==> src/tsgd_pkg.sv <==
`default_nettype none

package tsgd_pkg;

    localparam int unsigned TIME_W     = 32;
    localparam int unsigned LEVEL_W    = 4;
    localparam int unsigned PAD_IDX_W  = 2;
    localparam int unsigned CFG_IDX_W  = 8;
    localparam int unsigned CFG_DATA_W = 16;
    localparam int unsigned POLL_W     = 10;
    localparam int unsigned SLIDE_W    = 16;
    localparam int unsigned CLICK_W    = 15;
    localparam int unsigned CLEAR_W    = 16;

    localparam logic [POLL_W-1:0]  POLL_PERIOD_RST = 10'd50;
    localparam logic [SLIDE_W-1:0] SLIDE_LIMIT_RST = 16'd400;
    localparam logic [CLICK_W-1:0] CLICK_LIMIT_RST = 15'd250;
    localparam logic [CLEAR_W-1:0] CLEAR_DELAY_RST = 16'd100;

    localparam logic [PAD_IDX_W-1:0] FIRST_PAD_RST = 2'd1;

    typedef enum logic [CFG_IDX_W-1:0] {
        CFG_POLL_PERIOD = 8'd0,
        CFG_SLIDE_LIMIT = 8'd1,
        CFG_CLICK_LIMIT = 8'd2,
        CFG_CLEAR_DELAY = 8'd3
    } cfg_idx_t;

    typedef struct packed {
        logic [POLL_W-1:0]  poll_period;
        logic [SLIDE_W-1:0] slide_limit;
        logic [CLICK_W-1:0] click_limit;
        logic [CLEAR_W-1:0] clear_delay;
    } cfg_t;

    typedef struct packed {
        logic pressed;
        logic released;
        logic left_slide;
        logic right_slide;
        logic click;
        logic dbl_click;
    } events_t;

endpackage

`default_nettype wire

==> src/tsgd_if.sv <==
`default_nettype none

interface tsgd_sense_if;
    import tsgd_pkg::*;
    logic               valid;
    logic               ready;
    logic [LEVEL_W-1:0] sensor_levels;
    modport source (output valid, output sensor_levels, input ready);
    modport sink   (input valid, input sensor_levels, output ready);
endinterface

interface tsgd_event_if;
    logic valid;
    logic ready;
    logic ev_pressed;
    logic ev_released;
    logic ev_slide_left;
    logic ev_slide_right;
    logic ev_click;
    logic ev_double_click;
    modport source (output valid, output ev_pressed, output ev_released,
                    output ev_slide_left, output ev_slide_right, output ev_click,
                    output ev_double_click, input ready);
    modport sink   (input valid, input ev_pressed, input ev_released,
                    input ev_slide_left, input ev_slide_right, input ev_click,
                    input ev_double_click, output ready);
endinterface

interface tsgd_cfg_if;
    import tsgd_pkg::*;
    logic                  valid;
    logic                  ready;
    logic [CFG_IDX_W-1:0]  index;
    logic [CFG_DATA_W-1:0] data;
    modport source (output valid, output index, output data, input ready);
    modport sink   (input valid, input index, input data, output ready);
endinterface

`default_nettype wire

==> src/touch_strip_gesture_detector.sv <==
// Touch strip gesture detector.
// sensor: one word per poll tick, the four pad levels (bit i = pad i touched).
// events: one word per tick with six event flags; all flags are zero on a
//   quiet tick, but the word is still delivered.
// cfg: register writes (index 0 poll period, 1 slide limit, 2 click limit,
//   3 clear delay); always ready, unknown indexes are dropped. Write only
//   while no tick is in flight.
// Path: a tick taken into the input register moves on to the event
//   register when that register is free or its word is being taken, and
//   its event word is then offered on the events channel.
// Throughput: one tick per clock while events.ready is high; the gesture
//   state updates as each tick moves on, so ticks then follow with no gap.
// Stall: while the event word waits, one more tick is taken into the input
//   register; after that sensor.ready drops until the word is taken.
// Reset: clock and timestamps clear, sensing is armed, registers return to
//   50 / 400 / 250 / 100 ms, and both channels come up empty.
`default_nettype none

module touch_strip_gesture_detector (
    input  wire logic    clk,
    input  wire logic    rst_n,
    tsgd_sense_if.sink   sensor,
    tsgd_event_if.source events,
    tsgd_cfg_if.sink     cfg
);
    import tsgd_pkg::*;

    cfg_t               cfg_val;
    logic               in_valid;
    logic [LEVEL_W-1:0] in_levels;
    logic               out_free;
    logic               advance;
    events_t            step_ev;

    // advance the held tick when the event register can take its word
    assign advance = in_valid && out_free;

    tsgd_cfg_regs u_cfg_regs (
        .clk     (clk),
        .rst_n   (rst_n),
        .cfg     (cfg),
        .cfg_val (cfg_val)
    );

    tsgd_in_stage u_in_stage (
        .clk     (clk),
        .rst_n   (rst_n),
        .sensor  (sensor),
        .advance (advance),
        .valid   (in_valid),
        .levels  (in_levels)
    );

    tsgd_core u_core (
        .clk    (clk),
        .rst_n  (rst_n),
        .cfg    (cfg_val),
        .step   (advance),
        .levels (in_levels),
        .ev     (step_ev)
    );

    tsgd_out_stage u_out_stage (
        .clk    (clk),
        .rst_n  (rst_n),
        .load   (advance),
        .ev_in  (step_ev),
        .free   (out_free),
        .events (events)
    );

endmodule

`default_nettype wire

==> src/tsgd_cfg_regs.sv <==
`default_nettype none

module tsgd_cfg_regs (
    input  wire logic    clk,
    input  wire logic    rst_n,
    tsgd_cfg_if.sink     cfg,
    output tsgd_pkg::cfg_t cfg_val
);
    import tsgd_pkg::*;

    cfg_t cfg_reg;

    assign cfg.ready = 1'b1;
    assign cfg_val   = cfg_reg;

    always_ff @(posedge clk or negedge rst_n)
    begin
        if (!rst_n)
        begin
            cfg_reg.poll_period <= POLL_PERIOD_RST;
            cfg_reg.slide_limit <= SLIDE_LIMIT_RST;
            cfg_reg.click_limit <= CLICK_LIMIT_RST;
            cfg_reg.clear_delay <= CLEAR_DELAY_RST;
        end
        else if (cfg.valid)
        begin
            // keep the low bits of the word; drop writes to unknown indexes
            case (cfg_idx_t'(cfg.index))
                CFG_POLL_PERIOD: cfg_reg.poll_period <= cfg.data[POLL_W-1:0];
                CFG_SLIDE_LIMIT: cfg_reg.slide_limit <= cfg.data[SLIDE_W-1:0];
                CFG_CLICK_LIMIT: cfg_reg.click_limit <= cfg.data[CLICK_W-1:0];
                CFG_CLEAR_DELAY: cfg_reg.clear_delay <= cfg.data[CLEAR_W-1:0];
                default: ;
            endcase
        end
    end

endmodule

`default_nettype wire

==> src/tsgd_in_stage.sv <==
`default_nettype none

module tsgd_in_stage (
    input  wire logic  clk,
    input  wire logic  rst_n,
    tsgd_sense_if.sink sensor,
    input  wire logic  advance,
    output logic       valid,
    output logic [tsgd_pkg::LEVEL_W-1:0] levels
);
    import tsgd_pkg::*;

    logic               valid_reg;
    logic               valid_next;
    logic [LEVEL_W-1:0] levels_reg;
    logic               accept;

    assign sensor.ready = !valid_reg || advance;
    assign accept       = sensor.valid && sensor.ready;
    assign valid        = valid_reg;
    assign levels       = levels_reg;

    always_comb
    begin
        if (accept)
            valid_next = 1'b1;
        else if (advance)
            valid_next = 1'b0;
        else
            valid_next = valid_reg;
    end

    always_ff @(posedge clk or negedge rst_n)
    begin
        if (!rst_n)
            valid_reg <= 1'b0;
        else
            valid_reg <= valid_next;
    end

    always_ff @(posedge clk)
    begin
        if (accept)
            levels_reg <= sensor.sensor_levels;
    end

endmodule

`default_nettype wire

==> src/tsgd_core.sv <==
`default_nettype none

module tsgd_core (
    input  wire logic                       clk,
    input  wire logic                       rst_n,
    input  wire tsgd_pkg::cfg_t             cfg,
    input  wire logic                       step,
    input  wire logic [tsgd_pkg::LEVEL_W-1:0] levels,
    output tsgd_pkg::events_t               ev
);
    import tsgd_pkg::*;

    logic [TIME_W-1:0]    time_reg,        time_next;
    logic                 press_reg,       press_next;
    logic                 pending_reg,     pending_next;
    logic                 armed_reg,       armed_next;
    logic                 clean_reg,       clean_next;
    logic [PAD_IDX_W-1:0] first_pad_reg,   first_pad_next;
    logic                 left_reg,        left_next;
    logic [LEVEL_W-1:0]   pads_reg,        pads_next;
    logic [TIME_W-1:0]    press_start_reg, press_start_next;
    logic [TIME_W-1:0]    last_click_reg,  last_click_next;
    logic [TIME_W-1:0]    release_reg,     release_next;

    logic                 touching;
    logic                 new_press;
    logic                 release_now;
    logic [PAD_IDX_W-1:0] low_pad;
    logic [TIME_W-1:0]    held;
    logic [TIME_W-1:0]    since_click;
    logic [TIME_W-1:0]    since_release;
    logic [PAD_IDX_W-1:0] tgt_idx;
    logic                 target_hit;
    logic                 is_slide;
    logic                 is_click;
    logic                 dbl_window;
    logic                 fire_click;
    logic                 do_clear;

    always_comb
    begin
        if (levels[0])
            low_pad = 2'd0;
        else if (levels[1])
            low_pad = 2'd1;
        else if (levels[2])
            low_pad = 2'd2;
        else
            low_pad = 2'd3;
    end

    always_comb
    begin
        time_next   = time_reg + TIME_W'(cfg.poll_period);
        touching    = armed_reg && (levels != '0);
        new_press   = touching && !press_reg;
        release_now = press_reg && !touching;

        held          = time_next - press_start_reg;
        since_click   = time_next - last_click_reg;
        since_release = time_next - release_reg;

        // two steps along the slide; a start at the strip end also checks three
        tgt_idx    = left_reg ? (first_pad_reg - 2'd2) : (first_pad_reg + 2'd2);
        target_hit = pads_reg[tgt_idx]
                     || (left_reg && (first_pad_reg == 2'd3) && pads_reg[0])
                     || (!left_reg && (first_pad_reg == 2'd0) && pads_reg[3]);

        is_slide   = release_now && target_hit
                     && (held <= TIME_W'(cfg.slide_limit));
        is_click   = release_now && !is_slide
                     && (held <= TIME_W'(cfg.click_limit));
        dbl_window = since_click < TIME_W'({cfg.click_limit, 1'b0});

        // a click recorded this tick has zero age and cannot time out
        fire_click = pending_reg && !is_click
                     && (since_click > TIME_W'(cfg.click_limit));

        if (is_click)
            pending_next = !dbl_window;
        else if (fire_click)
            pending_next = 1'b0;
        else
            pending_next = pending_reg;

        if (new_press)
            press_next = 1'b1;
        else if (release_now)
            press_next = 1'b0;
        else
            press_next = press_reg;

        armed_next = release_now ? 1'b0 : armed_reg;
        clean_next = new_press ? 1'b0 : clean_reg;
        pads_next  = touching ? (pads_reg | levels) : pads_reg;

        // a release this tick has zero age, so only older releases re-arm
        do_clear = !press_next && !release_now && (!clean_next || !armed_next)
                   && (since_release > TIME_W'(cfg.clear_delay));
        if (do_clear)
        begin
            armed_next = 1'b1;
            clean_next = 1'b1;
            pads_next  = '0;
        end

        first_pad_next   = new_press ? low_pad : first_pad_reg;
        left_next        = new_press ? low_pad[1] : left_reg;
        press_start_next = new_press ? time_next : press_start_reg;
        last_click_next  = is_click ? time_next : last_click_reg;
        release_next     = release_now ? time_next : release_reg;

        ev.pressed     = new_press;
        ev.released    = release_now;
        ev.left_slide  = is_slide && left_reg;
        ev.right_slide = is_slide && !left_reg;
        ev.click       = fire_click;
        ev.dbl_click   = is_click && dbl_window;
    end

    always_ff @(posedge clk or negedge rst_n)
    begin
        if (!rst_n)
        begin
            time_reg        <= '0;
            press_reg       <= 1'b0;
            pending_reg     <= 1'b0;
            armed_reg       <= 1'b1;
            clean_reg       <= 1'b1;
            first_pad_reg   <= FIRST_PAD_RST;
            left_reg        <= 1'b0;
            pads_reg        <= '0;
            press_start_reg <= '0;
            last_click_reg  <= '0;
            release_reg     <= '0;
        end
        else if (step)
        begin
            time_reg        <= time_next;
            press_reg       <= press_next;
            pending_reg     <= pending_next;
            armed_reg       <= armed_next;
            clean_reg       <= clean_next;
            first_pad_reg   <= first_pad_next;
            left_reg        <= left_next;
            pads_reg        <= pads_next;
            press_start_reg <= press_start_next;
            last_click_reg  <= last_click_next;
            release_reg     <= release_next;
        end
    end

endmodule

`default_nettype wire

==> src/tsgd_out_stage.sv <==
`default_nettype none

module tsgd_out_stage (
    input  wire logic              clk,
    input  wire logic              rst_n,
    input  wire logic              load,
    input  wire tsgd_pkg::events_t ev_in,
    output logic                   free,
    tsgd_event_if.source           events
);
    import tsgd_pkg::*;

    logic    valid_reg;
    logic    valid_next;
    events_t ev_reg;

    assign free   = !valid_reg || events.ready;
    assign events.valid           = valid_reg;
    assign events.ev_pressed      = ev_reg.pressed;
    assign events.ev_released     = ev_reg.released;
    assign events.ev_slide_left   = ev_reg.left_slide;
    assign events.ev_slide_right  = ev_reg.right_slide;
    assign events.ev_click        = ev_reg.click;
    assign events.ev_double_click = ev_reg.dbl_click;

    always_comb
    begin
        if (load)
            valid_next = 1'b1;
        else if (events.ready)
            valid_next = 1'b0;
        else
            valid_next = valid_reg;
    end

    always_ff @(posedge clk or negedge rst_n)
    begin
        if (!rst_n)
            valid_reg <= 1'b0;
        else
            valid_reg <= valid_next;
    end

    always_ff @(posedge clk)
    begin
        if (load)
            ev_reg <= ev_in;
    end

endmodule

`default_nettype wire

==> src/flat_wrapper.sv <==
// flat-port wrapper written by rule: the top's interface ports become plain ports
module touch_strip_gesture_detector_flat import tsgd_pkg::*;
  (clk, rst_n, sensor_valid, sensor_sensor_levels, sensor_ready, events_valid, events_ev_pressed, events_ev_released, events_ev_slide_left, events_ev_slide_right, events_ev_click, events_ev_double_click, events_ready, cfg_valid, cfg_index, cfg_data, cfg_ready);
  tsgd_sense_if sensor_i ();
  tsgd_event_if events_i ();
  tsgd_cfg_if cfg_i ();
  input  wire logic clk;
  input  wire logic rst_n;
  input wire logic [$bits(sensor_i.valid)-1:0] sensor_valid;
  input wire logic [$bits(sensor_i.sensor_levels)-1:0] sensor_sensor_levels;
  output wire logic [$bits(sensor_i.ready)-1:0] sensor_ready;
  output wire logic [$bits(events_i.valid)-1:0] events_valid;
  output wire logic [$bits(events_i.ev_pressed)-1:0] events_ev_pressed;
  output wire logic [$bits(events_i.ev_released)-1:0] events_ev_released;
  output wire logic [$bits(events_i.ev_slide_left)-1:0] events_ev_slide_left;
  output wire logic [$bits(events_i.ev_slide_right)-1:0] events_ev_slide_right;
  output wire logic [$bits(events_i.ev_click)-1:0] events_ev_click;
  output wire logic [$bits(events_i.ev_double_click)-1:0] events_ev_double_click;
  input wire logic [$bits(events_i.ready)-1:0] events_ready;
  input wire logic [$bits(cfg_i.valid)-1:0] cfg_valid;
  input wire logic [$bits(cfg_i.index)-1:0] cfg_index;
  input wire logic [$bits(cfg_i.data)-1:0] cfg_data;
  output wire logic [$bits(cfg_i.ready)-1:0] cfg_ready;
  assign sensor_i.valid = sensor_valid;
  assign sensor_i.sensor_levels = sensor_sensor_levels;
  assign sensor_ready = sensor_i.ready;
  assign events_valid = events_i.valid;
  assign events_ev_pressed = events_i.ev_pressed;
  assign events_ev_released = events_i.ev_released;
  assign events_ev_slide_left = events_i.ev_slide_left;
  assign events_ev_slide_right = events_i.ev_slide_right;
  assign events_ev_click = events_i.ev_click;
  assign events_ev_double_click = events_i.ev_double_click;
  assign events_i.ready = events_ready;
  assign cfg_i.valid = cfg_valid;
  assign cfg_i.index = cfg_index;
  assign cfg_i.data = cfg_data;
  assign cfg_ready = cfg_i.ready;
  touch_strip_gesture_detector u_core (.clk(clk), .rst_n(rst_n), .sensor(sensor_i), .events(events_i), .cfg(cfg_i));
endmodule
==> config.mk <==
export PLATFORM = sky130hd
export DESIGN_NAME = touch_strip_gesture_detector_flat
export DESIGN_NICKNAME = d
export VERILOG_FILES = /design/src/tsgd_pkg.sv /design/src/tsgd_if.sv /design/src/touch_strip_gesture_detector.sv /design/src/tsgd_cfg_regs.sv /design/src/tsgd_in_stage.sv /design/src/tsgd_core.sv /design/src/tsgd_out_stage.sv /design/src/flat_wrapper.sv
export SDC_FILE = /design/constraint.sdc
export NUM_CORES = 1
export LEC_CHECK = 0
export BUFFER_PORTS_ARGS = -buffer_cell sky130_fd_sc_hd__clkbuf_2
export CAP_MARGIN = 20
export CELL_PAD_IN_SITES_DETAIL_PLACEMENT = 1
export CELL_PAD_IN_SITES_GLOBAL_PLACEMENT = 2
export CORE_MARGIN = 2
export CORE_UTILIZATION = 41
export CTS_CLUSTER_DIAMETER = 30
export CTS_CLUSTER_SIZE = 40
export DETAILED_ROUTE_END_ITERATION = 8
export GPL_TIMING_DRIVEN = 0
export PLACE_DENSITY_LB_ADDON = 0.1
export SETUP_SLACK_MARGIN = 0.05
export SLEW_MARGIN = 20
export SYNTH_ARGS = -nofsm -noshare
export SYNTH_HDL_FRONTEND = slang
export SYNTH_HIERARCHICAL = 1
export SYNTH_SLANG_ARGS = --single-unit
==> constraint.sdc <==
create_clock -name clk -period 8.15 [get_ports clk]
set_input_delay 0 -clock clk [delete_from_list [all_inputs] [get_ports clk]]
set_output_delay 0 -clock clk [all_outputs]
set_load 0.02 [all_outputs]
==> implementation parameters <==
Parameter                              Value

Detailed routing
  Number of nets still failing antenna checks after routing ... 0
  Count of unresolved DRC violations after routing ... 0
  Total length of routed wires ... 58180 um
  Detailed router's first-iteration violation count ... 639
  Routed length per placed instance ... 22.05 um
  Vias after detailed routing ... 14980
  First-pass detailed-route iteration total ... 5
  Avg Vias per Cell ... 5.675

Synthesis
  Sequential element share of the synthesized area ... 0.3130
  Post-Syn Area per Cell ... 8.827 um^2
  Synth async-reset ratio ... 0.9517
  Primary FF master, synth ... dfrtp_1
  Post-Syn Instances ... 1901
  Flop and latch count out of synthesis ... 207
  Post-Synthesis Cell Area ... 16780 um^2
  Number of distinct library cells after synthesis ... 100
  Number of synthesized flops with an enable pin ... 10
  Count of warnings emitted by yosys ... 6
  Post-synthesis net count ... 2117

STA
  Setup-violating endpoint count in the final report ... 0
  Worst-case clock skew ... 0.05165 ns
  Minimum period implied by the final worst setup slack ... 7.805 ns
  Final number of hold-violating endpoints ... 0
  Slew Limit Headroom ... 0.2365
  Max-slew violation total from the final report ... 0
  Setup TNS after final layout ... 0 ns
  Period Utilization, post-route ... 0.9577
  Upper clock frequency limit ... 128.1 MHz
  Worst Tran Pin Value ... 1.141 ns

Global route
  Tot GR Track Use ... 0.2794
  Vias in the first global route ... 15730
  Pin count of the biggest net entering global routing ... 72
  Antenna violations before repair ... 5
  Total grt overflow ... 0
  Global-route wire length before repair ... 90070 um

Worst setup path
  Cell with the largest stage delay on the worst path ... or3b_2
  Crit path buf inv count ... 5
  Required time of the critical path ... 8.61 ns
  Critical Path AT ... 8.26 ns
  Worst Setup Path Type ... reg2reg
  Delay contributed by the slowest stage of the critical path ... 0.54 ns
  Crit path launch type ... flip-flop
  CP delay by family, top ... simple AND/OR/NAND/NOR gates
  Maximum net fanout on the critical path ... 10
  Endpoint type of the worst setup path ... flip-flop
  Worst-case register-to-register setup slack ... 0.34 ns

Layout
  Max FFs per register ... 57
  Final design utilization ... 0.5097
  Commonest non-fill, non-tap cell in the layout ... nand2_1
  Area growth from synthesis to layout ... 23.47%
  Number of nets in the layout ... 2266
  Most used cells in the layout excluding fill and tap cells ... nand2_1, inv_1, dfrtp_1, ha_1, a21oi_1
  Final std cell area, no fill ... 20720 um^2
  Fraction of layout instances using a drive strength above 1 ... 0.1593

Placed design
  Final weighted congestion in routability-driven placement ... 0.9354
  Placed cell area ... 17740 um^2
  Count of buffers from port buffering ... 40
  Final HPWL DP ... 44650 um

Clock tree
  Worst-case clock buffer depth ... 3
  Clock Sink Count ... 207
  Number of buffers inserted during clock tree synthesis ... 66
  H-tree level count ... 3
  Clk pin slew, worst setup/hold paths ... 0.04 ns
  Clock tree from TritonCTS ... done
  Clock latency on the worst-skew pair ... 0.60 ns
  Clk root buf ... clkbuf_16

Power and ir drop
  Overall power after layout ... 8.773 mW
  P_leak ... 9.801 nW
  Power density over the cells ... 423.4 nW/um^2
  Worst IR drop on VDD ... 305.3 uV

Floorplanning
  Initial core utilization ... 0.4128
  Number of core rows ... 74
  Die outline height ... 206.3 um
  Overall die width ... 206.3 um
  Die Area ... 42560 um^2
  Total I/O pin count ... 42
  Core Area ... 40650 um^2

Run
  Number of maximum-capacitance constraint violations ... 0

Run status
  Status ... finished clean

Min path
  Hold crit path type ... in2reg
==> per-stage QoR <==
step | hold WS (ns) | worst slack, ns | instances
2_1_floorplan | -0.2956 | 1.853 | 1901
6_report | 0.07882 | 0.3447 | 2639
5_1_grt | 0.09085 | -0.01399 | 2636
4_1_cts | 0.01895 | 0.1414 | 2631
3_3_place_gp | 0.1812 | -0.1597 | 2473
3_5_place_dp | -0.1343 | -0.2330 | 2476
==> worst reg2reg max path: cells and delay by family, from the launching register on <==
family,cells,cell delay [ns]
simple gates,8,2.11
compound gates,9,1.90
fa+ha+maj,4,1.22
buf+inv,5,1.08
xor+xnor,2,0.62
flops,1,0.38
mux,1,0.35
==> cells in the mapped netlist, drive strengths merged (14+ instances only) <==
| cell | count | area [um^2] |
|---|---|---|
| nand3 | 39 | 195.2 |
| o21bai | 17 | 127.6 |
| clkbuf | 41 | 158.9 |
| and3 | 21 | 131.4 |
| mux2 | 83 | 934.6 |
| dfstp | 18 | 473.0 |
| ha | 179 | 2240 |
| nand2b | 18 | 130.1 |
| xnor2 | 80 | 700.7 |
| dfrtp | 179 | 4479 |
| o31ai | 14 | 105.1 |
| a21o | 44 | 331.6 |
| buf | 21 | 136.4 |
| o21ai | 125 | 633.1 |
| nor2 | 94 | 362.8 |
| a211oi | 15 | 112.6 |
| nor3 | 31 | 160.1 |
| o21a | 33 | 249.0 |
| inv | 192 | 720.7 |
| xor2 | 40 | 350.3 |
| nand4 | 42 | 269.0 |
| a21oi | 127 | 650.6 |
| mux2i | 30 | 300.3 |
| nand2 | 197 | 739.5 |
==> cell families after synthesis <==
group,share of synthesized area
adder cells (fa/ha/maj),0.1382
AO/OA/AOI/OAI,0.1916
flip-flops,0.3130
AND/OR/NAND/NOR,0.1587
other,0.0002235
buffers and inverters,0.06055
XOR/XNOR,0.06405
multiplexers,0.07360
==> power breakdown <==
group,switching (mW),internal (mW),leakage (nW)
sequential,0.0799,1.17,2.59
clock,0.797,2.04,1.22
combinational,2.81,1.88,5.99
total,3.69,5.09,9.80
==> worst paths after layout <==
path,from,endpoint,depth (start not counted)
max reg2reg,u_core/u_cfg_regs/cfg_val[47],u_core/u_core/last_click_reg[8],29
min reg2reg,u_core/u_core/time_reg[25],u_core/u_core/time_reg[25],1
max,u_core/u_cfg_regs/cfg_val[47],u_core/u_core/last_click_reg[8],29
max in group asynchronous,rst_n,u_core/u_core/press_start_reg[9],4
min,cfg_index[4],u_core/u_cfg_regs/cfg_val[8],5
min in group asynchronous,rst_n,u_core/u_cfg_regs/cfg_val[24],4
==> metal layers <==
layer  track usage  up-vias  routed length, um
met5             0        -                  0
met4       0.08571        0               1313
met3       0.04478       80               2073
met2        0.4636      243              27460
met1        0.3728     7531              27330
li1              -     7122                  -
==> timing repair <==
| item | in CTS | in global routing |
|---|---|---|
| gates resized for setup | 4 | 2 |
| setup endpoints to repair | 34 | 33 |
| pin swaps | 0 | 2 |
| hold buffers | 34 | 0 |
| endpoints found under the hold margin | 254 | 0 |
| setup buffers | 0 | 4 |
==> layout make-up <==
cell class / instances / area, um^2
multi-input combinational: 1440 / 10600
sequential: 207 / 5253
tap: 532 / 665.6
antenna: 4 / 10.01
clock buffer: 85 / 1874
inverter: 192 / 720.7
buffer: 62 / 295.3
clock inverter: 36 / 643.1
timing repair buffer: 81 / 661.9
fill: 4688 / 19930
Power figures use the tool's default switching activity.
